### config.mk
export PLATFORM = sky130hd
export DESIGN_NAME = dconv_ram
export DESIGN_NICKNAME = d
export VERILOG_FILES = /design/src/rtl/dconv_ram.sv
export SDC_FILE = /design/constraint.sdc
export NUM_CORES = 2
export LEC_CHECK = 0
export BUFFER_PORTS_ARGS = -buffer_cell sky130_fd_sc_hd__buf_2
export CORE_UTILIZATION = 40
export CTS_CLUSTER_SIZE = 28
export DETAILED_ROUTE_END_ITERATION = 8
export SYNTH_ARGS = -nofsm -noshare
export SYNTH_HDL_FRONTEND = slang
export SYNTH_SLANG_ARGS = --single-unit
### constraint.sdc
create_clock -name clk_i -period 4.76 [get_ports clk_i]
set_input_delay 1.428 -clock clk_i [delete_from_list [all_inputs] [get_ports clk_i]]
set_output_delay 1.428 -clock clk_i [all_outputs]
set_load 0.01 [all_outputs]
### src/rtl/dconv_ram.sv
module dconv_ram #(
  parameter int WIDTH = 16,
  parameter int DEPTH = 256
) (
  input  logic                     clk_i,
  input  logic                     we_i,
  input  logic [$clog2(DEPTH)-1:0] addr_i,
  input  logic [WIDTH-1:0]         wdata_i,
  output logic [WIDTH-1:0]         rdata_o
);

  logic [WIDTH-1:0] mem_q [DEPTH];

  // single port, registered read
  always_ff @(posedge clk_i) begin
    if (we_i) begin
      mem_q[addr_i] <= wdata_i;
    end
    rdata_o <= mem_q[addr_i];
  end

endmodule

Word level (Yosys, flattened, before mapping)
Memory sizes are Yosys's and may differ from the RTL's. A register that Yosys moved wholly into a read port is not among the register bits. Index checks and enable logic that the tools add are counted.

Input bits: 26. Memories kept: 1. RAM bits: 4096. Logic and storage cells: 3. Flip-flop bits (word level): 0.

Multiplexer cells: 2.

Memories: mem_q (words 256, width 16, read ports 1, clocked after memory_dff 1, wr ports 1, RTL line 12) `logic [WIDTH-1:0] mem_q [DEPTH];`.

Operators with widths (number): two-way mux 1 bit (2).

Depth between registers and ports, before layout
Depth in word-level cells: 2. Gate-level depth with buffers: 10. Mapped depth without buffers: 5.

Worst setup path before layout
Ideal clock, no wire load.

Path kind: input port to flip-flop. From: input addr_i[0]. To: memory mem_q[145][0], enable pin. Path buffers: 5. Required time: 4351 ps. Cell stages on the path: 7. Arrival: 3717 ps. Slack: 634 ps. Cells stage by stage: clkbuf_1 > buf_6 > clkbuf_1 > buf_2 > nand2b_1 > clkbuf_1 > nor3_1.

RTL lines: start, declared (RTL line 7) `input logic [$clog2(DEPTH)-1:0] addr_i,`; end, declared (RTL line 12).

Straight into the memory's write port.

==> flow_metrics.tcl <==
set metrics [dict create \
    postCtsHoldBufs 0 \
    relSlewSlack_pct -0.619 \
    powerDensity_nw_per_um2 417 \
    avgSynthCellArea_sq_um 23.1 \
    async_flop_share_pct 0 \
    cts_tree "yes" \
    worstHoldPathType "input port to flip-flop" \
    io_pins 42 \
    r2r_start "mem_q[103][10]" \
    ys_top_cells_by_area "edfxtp_1 (79%), mux4_2 (15%), a22oi_1 (2.5%)" \
    holdWs_ns 0.735 \
    wl_um 415000 \
    drive_gt1_share_pct 31.1 \
    setup_viol 0 \
    cts-resized-gates 0 \
    antenna_found_initial 27 \
    dp_hpwl_um 253000 \
    gp_congestion 0.820 \
    drc_errors 0 \
    vias 75782 \
    grt_pass1_vias 76846 \
    hold_start "wdata_i[2]" \
    critPathArrivalTime_ns 5.30 \
    synth_ff_type "edfxtp_1" \
    violations "max-capacitance violations, max-slew violations" \
    grt_remaining_overflow 0 \
    final_core_util_pct 46.8 \
    num_rows 228 \
    clock_path_buffers 4 \
    post_cts_buffers 0 \
    required_ns 5.58 \
    worst_slew_pin_slew_ns 1.49 \
    syn_to_final_growth_pct 16.2 \
    cts.clk_slew.worst_paths_ns 0.06 \
    wl_per_cell_um 32.0 \
    yosys_warnings 0 \
    crit_path_end_kind "flip-flop" \
    ys_seq_area_share_pct 79.4 \
    clkPwrFrac_pct 42.1 \
    yosys.area.top_type_share_pct 79.1 \
    rsz0062_at_grt "false" \
    port_buffers 41 \
    cts_buffers 410 \
    drt-initial-drc-count 9751 \
    switching_share_pct 21.4 \
    power_frac_seq_pct 53.1 \
    track_usage_pct 21.0 \
    n_fill_cell 31438 \
    drv_cap 1 \
    synth_most_common_cell "edfxtp_1" \
    synth_common_cells "edfxtp_1 (4096), mux4_2 (1024), a22oi_1 (512), a21oi_1 (256), clkbuf_1 (249)" \
    regArea_sq_um 123000 \
    start_util_pct 40.2 \
    min_period_ns 4.47 \
    via_per_inst 5.84 \
    die_area_sq_um 391000 \
    crit_type "input port to flip-flop" \
    intPower_uw 59200 \
    ys_types 22 \
    insertion_delay_ns 0.98 \
    grt_max_degree 132 \
    synth_cells 6727 \
    multi_input_area_sq_um 30700 \
    final_nets 7481 \
    grt_pass1_wl_um 588000 \
    p_leak_uw 0.0558 \
    core_area_sq_um 386000 \
    syn_nets 6753 \
    ctsRootBufferMaster "clkbuf_16" \
    combPwrFrac_pct 4.9 \
    fmax_mhz 224 \
    synth_seq_cells 4112 \
    power_uw 75400 \
    cp_max_fo 32 \
    synth_edf_count 4096 \
    postRouteAntennaNets 0 \
    switchingPower_uw 16100 \
    skew_ns 0.0699 \
    peakVddDrop_v 0.000311 \
    status "finished with violations" \
    period_share_pct 94.0 \
    syn_area_sq_um 155000 \
    htree_levels 5 \
    drt_pass1_iterations 5 \
    hold_viol_final 0 \
    drv_slew 1 \
    cts_sinks 4112 \
    chipWidth_um 625 \
    crit_start "addr_i[1]" \
    die_height_um 625 \
    synth_area_leader_cell "edfxtp_1" \
    cp-start-kind "input port" \
]
==> routing by layer <==
| metal | track usage [%] | share of wire [%] |
|---|---|---|
| met4 | 6.22 | 3.1 |
| met1 | 29.0 | 40 |
| met2 | 34.6 | 49 |
| met5 | 0 | 0.015 |
| met3 | 3.44 | 8.3 |
==> cell type report <==
class	count	share of cell area (%)
antenna	7	0.00970
clock buffer	504	5.93
clock inverter	257	1.34
inverter	1	0.00208
multi-input combinational	2194	17.0
sequential	4112	68.3
tap	5175	3.58
timing repair buffer	736	3.88
==> state kept, by name, summed over array words and instances, names as in the netlist <==
register  flops
mem_q      4096
rdata_o      16
==> layout by cell type (no fill, tap or decap), types with 31 or more instances in the layout <==
master        n
edfxtp_1   4096
mux4_2     1024
buf_4       583
a22oi_1     512
clkbuf_16   412
a21oi_1     256
nor2_1      215
buf_12      113
clkinv_1    107
clkbuf_1     86
clkinv_2     69
bufinv_16    36
o41ai_2      33
o41ai_1      31
==> through the flow <==
step	cells	cell area (sq um)	setup slack (ns)	TNS [ns]
after detailed placement	12218	167000	-0.660	-2.85
after CTS	12979	181000	0.385	0
after floorplan	6727	155000	0.634	0
final	12986	181000	0.286	0
after global placement	12218	167000	-0.649	-3.06
after global routing	12981	181000	0.361	0
==> worst max-delay path, stage by stage <==
cell	delay, ns
buf_8	0.44
buf_12	0.29
buf_4	0.30
mux4_2	0.33
a22oi_1	0.40
a21oi_1	0.25
o41ai_1	1.32
buf_4	0.29
nand4_1	0.09
==> power groups by stage <==
stage / clock network, uW / logic [uW] / registers, uW
detailed placement: 0 / 3700 / 40800
floorplan: 0 / 1720 / 40700
finish: 31700 / 3660 / 40000
global route: 33500 / 3830 / 40000
global placement: 0 / 3650 / 40800
CTS: 32200 / 3710 / 40000
==> kinds of logic (layout without fill, tap and decap cells) <==
| group | Yosys count | in the layout | share of synthesized area [%] |
|---|---|---|---|
| simple gates | 338 | 338 | 0.907 |
| mux | 1024 | 1024 | 14.8 |
| compound gates | 832 | 832 | 3.66 |
| buf+inv | 421 | 1498 | 1.24 |
| flops | 4112 | 4112 | 79.4 |
| other cells | 0 | 7 | 0 |
==> path summary, 6_finish.rpt <==
check / to / slack, ns / depth (start not counted)
setup reg to reg: rdata_o[10] / 1.44 / 6
hold reg to reg: rdata_o[14] / 1.00 / 5
setup / recovery: rdata_o[10] / 0.29 / 9
hold / removal: mem_q[210][2] / 0.73 / 1
(Power assumes the default switching activity.)
